==> src/rcc_fifo.sv <==
// rcc_fifo: small register queue with occupancy count
// no dependencies
`default_nettype none

module rcc_fifo #(
	parameter int WIDTH = 8,
	parameter int DEPTH = 4
) (
	input  wire logic                       clk,
	input  wire logic                       arst_n,
	input  wire logic                       push,
	input  wire logic [WIDTH-1:0]           wdata,
	input  wire logic                       pop,
	output logic      [WIDTH-1:0]           rdata,
	output logic      [$clog2(DEPTH+1)-1:0] count,
	output logic                            empty
);
	localparam int AW = $clog2(DEPTH);
	localparam int CW = $clog2(DEPTH+1);

	logic [WIDTH-1:0] mem_q [DEPTH];
	logic [AW-1:0]    wr_q, rd_q;
	logic [CW-1:0]    cnt_q;

	assign rdata = mem_q[rd_q];
	assign count = cnt_q;
	assign empty = (cnt_q == '0);

	// entries
	always_ff @(posedge clk) begin
		if (push) begin
			mem_q[wr_q] <= wdata;
		end
	end

	// pointers and count
	always_ff @(posedge clk or negedge arst_n) begin
		if (!arst_n) begin
			wr_q  <= '0;
			rd_q  <= '0;
			cnt_q <= '0;
		end else begin
			if (push) begin
				wr_q <= wr_q + AW'(1);
			end
			if (pop) begin
				rd_q <= rd_q + AW'(1);
			end
			if (push && !pop) begin
				cnt_q <= cnt_q + CW'(1);
			end else if (pop && !push) begin
				cnt_q <= cnt_q - CW'(1);
			end
		end
	end
endmodule

`default_nettype wire

==> config.mk <==
export PLATFORM = sky130hd
export DESIGN_NAME = rcc_fifo
export DESIGN_NICKNAME = d
export VERILOG_FILES = /design/src/rcc_fifo.sv
export SDC_FILE = /design/constraint.sdc
export NUM_CORES = 1
export LEC_CHECK = 0
export BUFFER_PORTS_ARGS = -buffer_cell sky130_fd_sc_hd__buf_2
export CAP_MARGIN = 5
export CORE_MARGIN = 8
export CORE_UTILIZATION = 49
export DETAILED_ROUTE_END_ITERATION = 10
export GPL_TIMING_DRIVEN = 0
export PLACE_DENSITY = 0.82
export SYNTH_ARGS = -nofsm -noshare
export SYNTH_HDL_FRONTEND = slang
export SYNTH_SLANG_ARGS = --single-unit
export TNS_END_PERCENT = 5
==> constraint.sdc <==
create_clock -name clk -period 1.33 [get_ports clk]
set_clock_uncertainty 0.1 [all_clocks]
set_input_delay 0.399 -clock clk [delete_from_list [all_inputs] [get_ports clk]]
set_output_delay 0.399 -clock clk [all_outputs]
set_load 0.02 [all_outputs]
[Word-level counts from Yosys, hierarchy flattened]
Memories as Yosys holds them, arrays and structs flattened.
Cells that the tools add are included.
Cells by class
  add/sub/neg operators: 4
  reductions and logical operators: 6
  mux-type cells: 4
Operators by type and width (number)
  3-bit two-way mux: 2
  2-bit by 1-bit adder with 2-bit output (second input constant): 2
  3-bit by 1-bit adder with 3-bit output (second input constant): 1
  3-bit logical NOT: 1
  3-bit by 1-bit subtractor with 3-bit output (second input constant): 1
  1-bit logical AND: 2
  1-bit logical NOT: 2
  1-bit two-way mux: 2
  2-bit nonzero test: 1
Word-level totals
  memories: 1
  bits in registers: 7
  input bits: 12
  memory bits (writable): 32
  word-level logic and storage cells: 18
  output and inout bits: 12
Memories
  mem_q: depth 4, width 8, rd ports 1, clocked after memory_dff 0, wr ports 1, line 21  | logic [WIDTH-1:0] mem_q [DEPTH];

[Depth between registers and ports, before layout]
Gate-level depths: netlist (run 1).
  depth after elaboration: 4
  depth in mapped cells: 7
  mapped depth without buffers: 7

[Worst setup path after synthesis (run 1)]
No wires, ideal clock.
  kind: input-to-reg
  start: input pop
  end: register cnt_q[2] (netlist: count[2])
  required time: 1150 ps
  setup slack: -235 ps
  setup time: 80 ps
  stages on the path: 7
  arrival time: 1385 ps
  buffers on the path: 0
  cells stage by stage: inv_1 ha_1 inv_1 fa_1 xor2_1 nor2_1 xor2_1
Between the ends
  word-level cells in the longest chain between the ends: 3
  elaborated cells on any way between the ends: 5
RTL lines
  start: declaration: line 13  | input wire logic pop,
  1-bit logical NOT: line 49  | if (push && !pop) begin
  1-bit logical AND: line 49
  3-bit two-way mux or 2-bit nonzero test (tied branches)
  end signal: assignment: line 50  | cnt_q <= cnt_q + CW'(1);
  end signal: assignment: line 52  | cnt_q <= cnt_q - CW'(1);
  end: declaration: line 23  | logic [CW-1:0] cnt_q;
Several ways; a longest one is shown, not always the timed one.
A chain may end at the register's enable or synchronous reset.

[Worst setup path in the final report (run 1)]
  start: register rd_q[0]
  end: output rdata[3]
Between the ends
  word-level cells in the longest chain between the ends: 1
RTL lines
  start: declaration: line 22  | logic [AW-1:0] wr_q, rd_q;
  start signal: assignment: line 47  | rd_q <= rd_q + AW'(1);
  memory 4 x 8 bit
  end: declaration: line 14  | output logic [WIDTH-1:0] rdata,
No other way between the ends.

==> run summary, run 1 <==
status -> complete, but fails checks
failing checks -> negative setup slack
setup slack at placement -> -434 ps
Simple-Gate Fraction of Synth Area -> 2.68%
global-route wire length before repair -> 4030 µm
routed wl met2 -> 1110 µm
Max VDD drop -> 1.25 mV
Synth Area in Compound Gates -> 0.325%
synth warn -> 0
nets -> 125
Req. time, crit path -> 830 ps
Avg Cell Area, Syn -> 20.5 µm²
Syn Inst Count -> 75
antenna violations before repair -> 0
Critical Path End Type -> output port
Overflow after GRT -> 0
Final Slew Violations -> 0
Detail Route Antenna Nets -> 0
arrival time worst endpoint -> 1550 ps
DRC -> 0
WS Path Type -> flop to output port
DR vias -> 741
die area -> 0.00519 mm²
Seq/Total Area, Yosys -> 73.8%
Metal-1 WL -> 1020 µm
XOR/XNOR Fraction of Synth Area -> 3.41%
mux contribution to synthesized area -> 12.4%
period utilization -> 154%
Slew @ Worst Pin -> 244 ps
LEAKAGE -> 0.685 nW
Max clock buf depth -> 2
Final WS setup -> -724 ps
CTS Root Cell -> clkbuf_4
cell taking the most area after synthesis -> edfxtp_1
number of max-cap violations -> 0
CORE AREA -> 0.00303 mm²
Core Util, Final -> 59.9%
# setup viols final -> 14
Setup TNS Final -> -6460 ps
Startpoint Class -> flop
Filler cells -> 230
top cells by area, synth -> edfxtp_1 (62%), mux4_2 (12%), dfrtp_1 (11%)
chip width -> 72.1 µm
Avg WL per Cell -> 15.6 µm
total clock sinks -> 39
adder-cell share of the synthesized area -> 5.36%
IO buf count -> 23
Area growth syn-to-layout -> 17.8%
largest net degree at the start of global routing -> 12
Synthesized Nets -> 93
PD cells -> 2110 mW/mm²
GRT Total Usage -> 10.6%
Final min period -> 2050 ps
Yosys reg bits -> 39
fmax -> 487 MHz
first drt pass iteration count -> 4
clock slew at reported path FFs -> 100 ps
vias per inst -> 4.88
main combinational cell family by area after synthesis -> multiplexers
DP Wirelength -> 1670 µm
worst hold path type -> input port to flop
CTS tree -> done
DRT iter0 DRCs -> 78
Initial Util -> 50.9%
Yosys cell types -> 16
Post-Syn Area -> 0.00154 mm²
Highest Signal Layer -> met4
Met3 Wirelength -> 189 µm
post-synth top area share -> 62.4%
RSZ-0062 raised after global routing -> yes
layout cell share with drive strength beyond 1 -> 46.3%
IO Count -> 24
placed instance area -> 0.00172 mm²
vias in the first global route -> 828
final hold vios -> 0
Placer Congestion -> 0.639
CP Max Fanout -> 9
Relative slew margins -> 83.8%
Clock Latency Late Sink -> 330 ps
Die Ht -> 72.1 µm
Ant. Diodes -> 0
CTS H-tree lvls -> 2
routed wire length -> 2370 µm
cell area after layout -> 0.00181 mm²
Core Rows -> 20
CTS buffer count -> 5
-- stage by stage --
stage	hold slack (ps)	power [mW]	cells
after floorplan	3.41	2.79	75
after global placement	136	3.16	142
after detailed placement	143	3.22	142
after CTS	147	3.87	152
after global routing	144	4.09	152
final	156	3.84	152
-- cell families after synthesis --
| logic type | Yosys count |
|---|---|
| AOI/OAI and AO/OA | 1 |
| xor gates and xnor gates | 6 |
| adders and majority gates | 6 |
| buffers and inverters | 6 |
| DFF | 39 |
| muxes | 9 |
| and+or+nand+nor | 8 |
-- synthesized netlist by cell type, drive strengths merged --
cell and instances:
ha 5, buf 2, and2 4, nor3 1, fa 1, xnor2 2
edfxtp 32, dfrtp 7, nand2 2, mux4 8, mux2 1, xor2 4
o21ai 1, nor2 1, inv 4
-- cells in the final DEF (no fill, tap or decap), types with 2 or more instances in the layout --
| cell type | count |
|---|---|
| xnor2_1 | 2 |
| xor2_1 | 4 |
| dfrtp_1 | 5 |
| clkbuf_4 | 6 |
| edfxtp_1 | 32 |
| buf_6 | 2 |
| clkbuf_1 | 2 |
| inv_1 | 3 |
| dfrtp_2 | 2 |
| buf_2 | 21 |
| nand2_1 | 2 |
| and2_4 | 4 |
| ha_1 | 4 |
| mux4_2 | 8 |
-- final timing paths --
check / from / to / slack [ps] / cells after the start
setup / recovery: rd_q[0]$_DFFE_PN0P_ / rdata[3] / -720 / 3
hold / removal: pop / rd_q[0]$_DFFE_PN0P_ / 160 / 2
setup reg to reg: count[1]$_DFFE_PN0P_ / count[2]$_DFFE_PN0P_ / -70 / 4
hold reg to reg: count[2]$_DFFE_PN0P_ / count[2]$_DFFE_PN0P_ / 430 / 1
max in group asynchronous: arst_n / count[0]$_DFFE_PN0P_ / 650 / 2
min in group asynchronous: arst_n / rd_q[0]$_DFFE_PN0P_ / 310 / 2
-- state kept, by name (all words and copies together), names as in the netlist --
register	count
mem_q	32
rd_q	2
count	3
wr_q	2
-- repair_timing --
item                                    in CTS  in global routing
hold endpoints to repair                     7                  0
endpoints found under the setup margin      46                 28
hold buffers                                 1                  0
gates resized for setup                     11                  6
buffers inserted                             1                  0
pin swaps                                    2                  1
-- layout make-up --
| cell class | count | area, µm² | share of cell area (%) |
|---|---|---|---|
| timing repair buffer | 25 | 148 | 8.14 |
| sequential | 39 | 1140 | 62.8 |
| clock inverter | 1 | 5.00 | 0.276 |
| tap | 44 | 55.1 | 3.03 |
| multi-input combinational | 30 | 388 | 21.4 |
| clock buffer | 7 | 45.0 | 2.48 |
| buffer | 2 | 20.0 | 1.10 |
| inverter | 4 | 15.0 | 0.828 |
-- layer usage --
layer	GRT usage [%]	vias up
met2	15.7	23
met5	0	-
met3	6.06	6
met4	4.76	0
met1	12.2	363
li1	-	349
-- power by group --
part | total (mW) | switching (mW) | internal, mW
clock network | 0.556 | 0.350 | 0.206
logic | 1.50 | 0.795 | 0.701
registers | 1.78 | 0.145 | 1.64
-- worst max-delay path: stages, from the launching register on --
cell and delay [ps]:
dfrtp_1 370, buf_8 160, mux4_2 510, buf_2 170
(Power assumes the default switching activity.)
==> run 2: changes to the inputs <==
--- a/config.mk
+++ b/config.mk
@@ -7,11 +7,12 @@
 export LEC_CHECK = 0
 export BUFFER_PORTS_ARGS = -buffer_cell sky130_fd_sc_hd__buf_2
 export CAP_MARGIN = 5
+export CORE_ASPECT_RATIO = 1.75
 export CORE_MARGIN = 8
 export CORE_UTILIZATION = 49
 export DETAILED_ROUTE_END_ITERATION = 10
 export GPL_TIMING_DRIVEN = 0
-export PLACE_DENSITY = 0.82
+export PLACE_DENSITY = 0.81
 export SYNTH_ARGS = -nofsm -noshare
 export SYNTH_HDL_FRONTEND = slang
 export SYNTH_SLANG_ARGS = --single-unit
==> run 2 against run 1 <==
The run still ends with negative setup slack left; combinational power about the same; cell area rose by 2.3%; worst hold slack better by 70 ps.
==> run summary, run 2 (synthesis results as in run 1) <==
Sequential Area -> 0.00114 mm²
Max clock buf depth -> 2
multi-input logic area -> 397 µm²
routed wire length -> 2580 µm
hold worst-path end -> mem_q[3][0]$_DFFE_PP_
IO Count -> 24
Final min period -> 1980 ps
Detail Route Antenna Nets -> 0
LEAKAGE -> 0.698 nW
DRT iter0 DRCs -> 7
Critical Path End Type -> output port
worst hold path type -> input port to flop
Ant. Diodes -> 0
max reg flops -> 32
CTS buffer count -> 5
vias per inst -> 4.99
IO buf count -> 23
r2r endpoint -> count[2]$_DFFE_PN0P_
placed instance area -> 0.00171 mm²
DR vias -> 753
Initial Util -> 50.1%
WS Path Type -> flop to output port
layout cell share with drive strength beyond 1 -> 48.1%
critical path's slowest cell -> mux4_2
CTS H-tree lvls -> 2
total power -> 4.08 mW
Slew @ Worst Pin -> 235 ps
PD cells -> 2200 mW/mm²
Core Rows -> 27
vias in the first global route -> 810
Req. time, crit path -> 830 ps
Reg-to-Reg Start -> count[0]$_DFFE_PN0P_
period utilization -> 149%
first drt pass iteration count -> 4
Clock Latency Late Sink -> 290 ps
critical path, cell by cell -> buf_8, mux4_2, buf_2
RSZ-0062 raised after global routing -> yes
number of max-cap violations -> 0
arrival time worst endpoint -> 1480 ps
Max VDD drop -> 1.11 mV
Die Ht -> 90.2 µm
largest net degree at the start of global routing -> 12
CTS tree -> done
die area -> 0.00526 mm²
GRT Total Usage -> 10.8%
slack of the worst reg-to-reg path -> -100 ps
Worst Hold Depth -> 1
total clock sinks -> 39
Final Slew Violations -> 0
nets -> 125
# setup viols final -> 14
cell area after layout -> 0.00186 mm²
Critical Path Max Stage Delay -> 500 ps
Relative slew margins -> 84.3%
CTS Root Cell -> clkbuf_8
most common cell after layout, fill and taps aside -> edfxtp_1
final hold vios -> 0
Overflow after GRT -> 0
hold path startpoint -> wdata[0]
Placer Congestion -> 0.656
chip width -> 58.4 µm
CP bufs+invs -> 2
fmax -> 506 MHz
clock slew at reported path FFs -> 70 ps
commonest cells after routing, fill and taps aside -> edfxtp_1 (32), buf_2 (22), mux4_2 (8), clkbuf_8 (6), dfrtp_1 (5)
Filler cells -> 229
cells on worst reg2reg path -> 4
Area growth syn-to-layout -> 20.5%
global-route wire length before repair -> 4070 µm
Final WS setup -> -647 ps
Core Util, Final -> 60.4%
DRC -> 0
CP Max Fanout -> 9
Crit path depth -> 3
antenna violations before repair -> 0
Largest Register -> mem_q
Avg WL per Cell -> 17.1 µm
CORE AREA -> 0.00307 mm²
DP Wirelength -> 1800 µm
delay-heaviest family, CP -> multiplexers
Startpoint Class -> flop
failing checks -> negative setup slack
status -> complete, but fails checks
## run 2: cell count changes in the layout (fill, tap and decap cells not counted), sizes merged
cell,delta
buf,+1
clkbuf,-1
## run 2: power breakdown
part | switching, mW | total (mW) | internal [mW]
clock | 0.383 | 0.798 | 0.415
sequential | 0.153 | 1.80 | 1.64
combinational | 0.800 | 1.48 | 0.684
## run 2: area by class of cell
| class | count | area share [%] |
|---|---|---|
| plain buffers | 2 | 1.08 |
| clock buffers | 7 | 4.65 |
| clock inverters | 1 | 0.202 |
| inverters | 4 | 0.809 |
| multi-input cells | 30 | 21.4 |
| flip-flops and latches | 39 | 61.4 |
| well taps | 43 | 2.90 |
| repair buffers | 25 | 7.62 |
## run 2: worst max path at each step
stage	slack, ps	endpoint	startpoint
3_5_place_dp	-430	count[2]$_DFFE_PN0P_	push
2_1_floorplan	-220	rdata[0]	rd_q[0]$_DFFE_PN0P_
6_report	-650	rdata[2]	rd_q[0]$_DFFE_PN0P_
5_1_grt	-700	rdata[6]	rd_q[0]$_DFFE_PN0P_
4_1_cts	-670	rdata[2]	rd_q[0]$_DFFE_PN0P_
3_3_place_gp	-400	count[2]$_DFFE_PN0P_	pop
## run 2: per-stage QoR
stage	hold WS, ps	setup TNS [ps]	setup slack, ps	cells
floorplan	3.41	-2400	-223	75
global placement	135	-6810	-398	141
detailed placement	147	-9400	-430	141
CTS	218	-5930	-670	151
global route	218	-6530	-702	151
finish	226	-5650	-647	151
## run 2: per-layer routing
metal | up-vias | wire, µm | track usage, %
met5 | - | 0 | 0
met4 | 0 | 77 | 7.41
met3 | 7 | 110 | 3.71
met2 | 22 | 1410 | 18.3
met1 | 380 | 979 | 10.2
li1 | 344 | - | -
## run 2: worst register-to-register path, cell delays in order, from the launching register on
cell	delay, ps
dfrtp_2	450
fa_2	400
xor2_1	150
nor2_1	120
xor2_1	150
## run 2: timing repair
item	in CTS	in global routing
resized for setup	14	3
hold endpoints to repair	7	0
hold buffers	1	0
setup endpoints to repair	46	37
setup buffers	1	0
pin swaps	1	0
==> run 3: changes to the inputs <==
--- a/config.mk
+++ b/config.mk
@@ -7,12 +7,12 @@
 export LEC_CHECK = 0
 export BUFFER_PORTS_ARGS = -buffer_cell sky130_fd_sc_hd__buf_2
 export CAP_MARGIN = 5
-export CORE_ASPECT_RATIO = 1.75
 export CORE_MARGIN = 8
 export CORE_UTILIZATION = 49
 export DETAILED_ROUTE_END_ITERATION = 10
 export GPL_TIMING_DRIVEN = 0
 export PLACE_DENSITY = 0.81
+export SKIP_LAST_GASP = 1
 export SYNTH_ARGS = -nofsm -noshare
 export SYNTH_HDL_FRONTEND = slang
 export SYNTH_SLANG_ARGS = --single-unit
==> run 3 against run 2 <==
The flow still finishes with violations (negative setup slack); worst setup slack lost 87 ps; clock-buffer cell count shrank 2; sequential cell count is the same; worst hold slack lost 64 ps.
==> run summary, run 3 (synthesis results as in run 1) <==
status -> complete, but fails checks
failing checks -> negative setup slack
CTS buffer count -> 5
antenna violations before repair -> 0
commonest cells after routing, fill and taps aside -> edfxtp_1 (32), buf_2 (24), mux4_2 (8), dfrtp_1 (7), clkbuf_4 (5)
Ant. Diodes -> 0
Initial Util -> 50.9%
Fin Hold WS -> 162 ps
PD cells -> 2100 mW/mm²
DRT iter0 DRCs -> 62
first drt pass iteration count -> 2
Req. time, crit path -> 830 ps
Relative slew margins -> 71.9%
CTS H-tree lvls -> 2
Detail Route Antenna Nets -> 0
DP Wirelength -> 1780 µm
Final Slew Violations -> 0
final hold vios -> 0
RSZ-0062 raised after global routing -> yes
Area growth syn-to-layout -> 16.2%
Startpoint Class -> flop
nets -> 125
worst hold path type -> input port to flop
routed wire length -> 2490 µm
IO Count -> 24
Die Ht -> 72.1 µm
vias in the first global route -> 845
largest net degree at the start of global routing -> 13
Largest Register -> mem_q
CTS Root Cell -> clkbuf_4
Final min period -> 2060 ps
arrival time worst endpoint -> 1560 ps
vias per inst -> 4.98
LEAKAGE -> 0.682 nW
Filler cells -> 231
multi-input logic area -> 378 µm²
max reg flops -> 32
WS Path Type -> flop to output port
Overflow after GRT -> 0
number of max-cap violations -> 0
CORE AREA -> 0.00303 mm²
Max clock buf depth -> 2
global-route wire length before repair -> 4110 µm
CP Max Fanout -> 9
period utilization -> 155%
IO buf count -> 23
# setup viols final -> 46
Core Rows -> 20
total power -> 3.76 mW
Avg WL per Cell -> 16.4 µm
clock slew at reported path FFs -> 110 ps
layout cell share with drive strength beyond 1 -> 41.7%
most common cell after layout, fill and taps aside -> edfxtp_1
die area -> 0.00519 mm²
Max VDD drop -> 1.15 mV
chip width -> 72.1 µm
Sequential Area -> 0.00114 mm²
fmax -> 485 MHz
GRT Total Usage -> 10.8%
Clock Latency Late Sink -> 340 ps
Placer Congestion -> 0.639
Final WS setup -> -734 ps
total clock sinks -> 39
DRC -> 0
Critical Path End Type -> output port
DR vias -> 757
CTS tree -> done
Slew @ Worst Pin -> 422 ps
Core Util, Final -> 59.1%
run 3: cell count changes in the layout (fill, tap and decap cells not counted), sizes merged:
cell    previous run  this run
clkbuf             7         5
clkinv             1         3
run 3: repair_timing:
action / in CTS / in global routing
hold endpoints to repair: 7 / 0
gates resized for setup: 1 / 0
hold buffers: 1 / 0
endpoints found under the setup margin: 46 / 46
setup buffers: 1 / 0
run 3: worst max-delay path: stages, from the launching register on:
cell and delay [ps]:
dfrtp_1 380, buf_8 160, mux4_2 510, buf_2 180
run 3: worst paths after layout:
check                      slack (ps)  depth (start not counted)            startpoint               endpoint
min in group asynchronous         300                          2                arst_n   count[2]$_DFFE_PN0P_
hold reg to reg                   410                          1  count[2]$_DFFE_PN0P_   count[2]$_DFFE_PN0P_
setup reg to reg                 -160                          3   wr_q[0]$_DFFE_PN0P_  mem_q[0][5]$_DFFE_PP_
setup / recovery                 -730                          3   rd_q[0]$_DFFE_PN0P_               rdata[3]
max in group asynchronous         670                          2                arst_n    wr_q[1]$_DFFE_PN0P_
hold / removal                    160                          2                   pop    rd_q[0]$_DFFE_PN0P_
run 3: layout make-up:
cell class	count	area share, %
Sequential cell	39	63.5
Multi-Input combinational cell	30	21.1
Timing Repair Buffer	25	7.41
Tap cell	44	3.08
Clock buffer	5	2.10
Buffer	2	1.12
Clock inverter	3	0.839
Inverter	4	0.839
run 3: layer usage:
| layer | up-vias | track usage [%] | routed length [µm] | share of wire, % |
|---|---|---|---|---|
| li1 | 350 | - | - | - |
| met1 | 381 | 12.4 | 1020 | 41 |
| met2 | 23 | 17.6 | 1300 | 52 |
| met3 | 3 | 4.68 | 142 | 5.7 |
| met4 | 0 | 4.08 | 32 | 1.3 |
| met5 | - | 0 | 0 | 0 |
run 3: through the flow:
stage / cells / cell area [µm²] / setup WS [ps] / setup TNS (ps)
6_report: 152 / 1790 / -734 / -10300
4_1_cts: 152 / 1790 / -778 / -11750
3_3_place_gp: 142 / 1720 / -389 / -7320
2_1_floorplan: 75 / 1550 / -223 / -2400
5_1_grt: 152 / 1790 / -815 / -14850
3_5_place_dp: 142 / 1720 / -454 / -8030
run 3: report_power, final:
part / leakage, nW / internal, mW / switching (mW)
logic: 0.271 / 0.633 / 0.792
registers: 0.376 / 1.64 / 0.143
clock network: 0.0347 / 0.197 / 0.359
total: 0.682 / 2.47 / 1.29
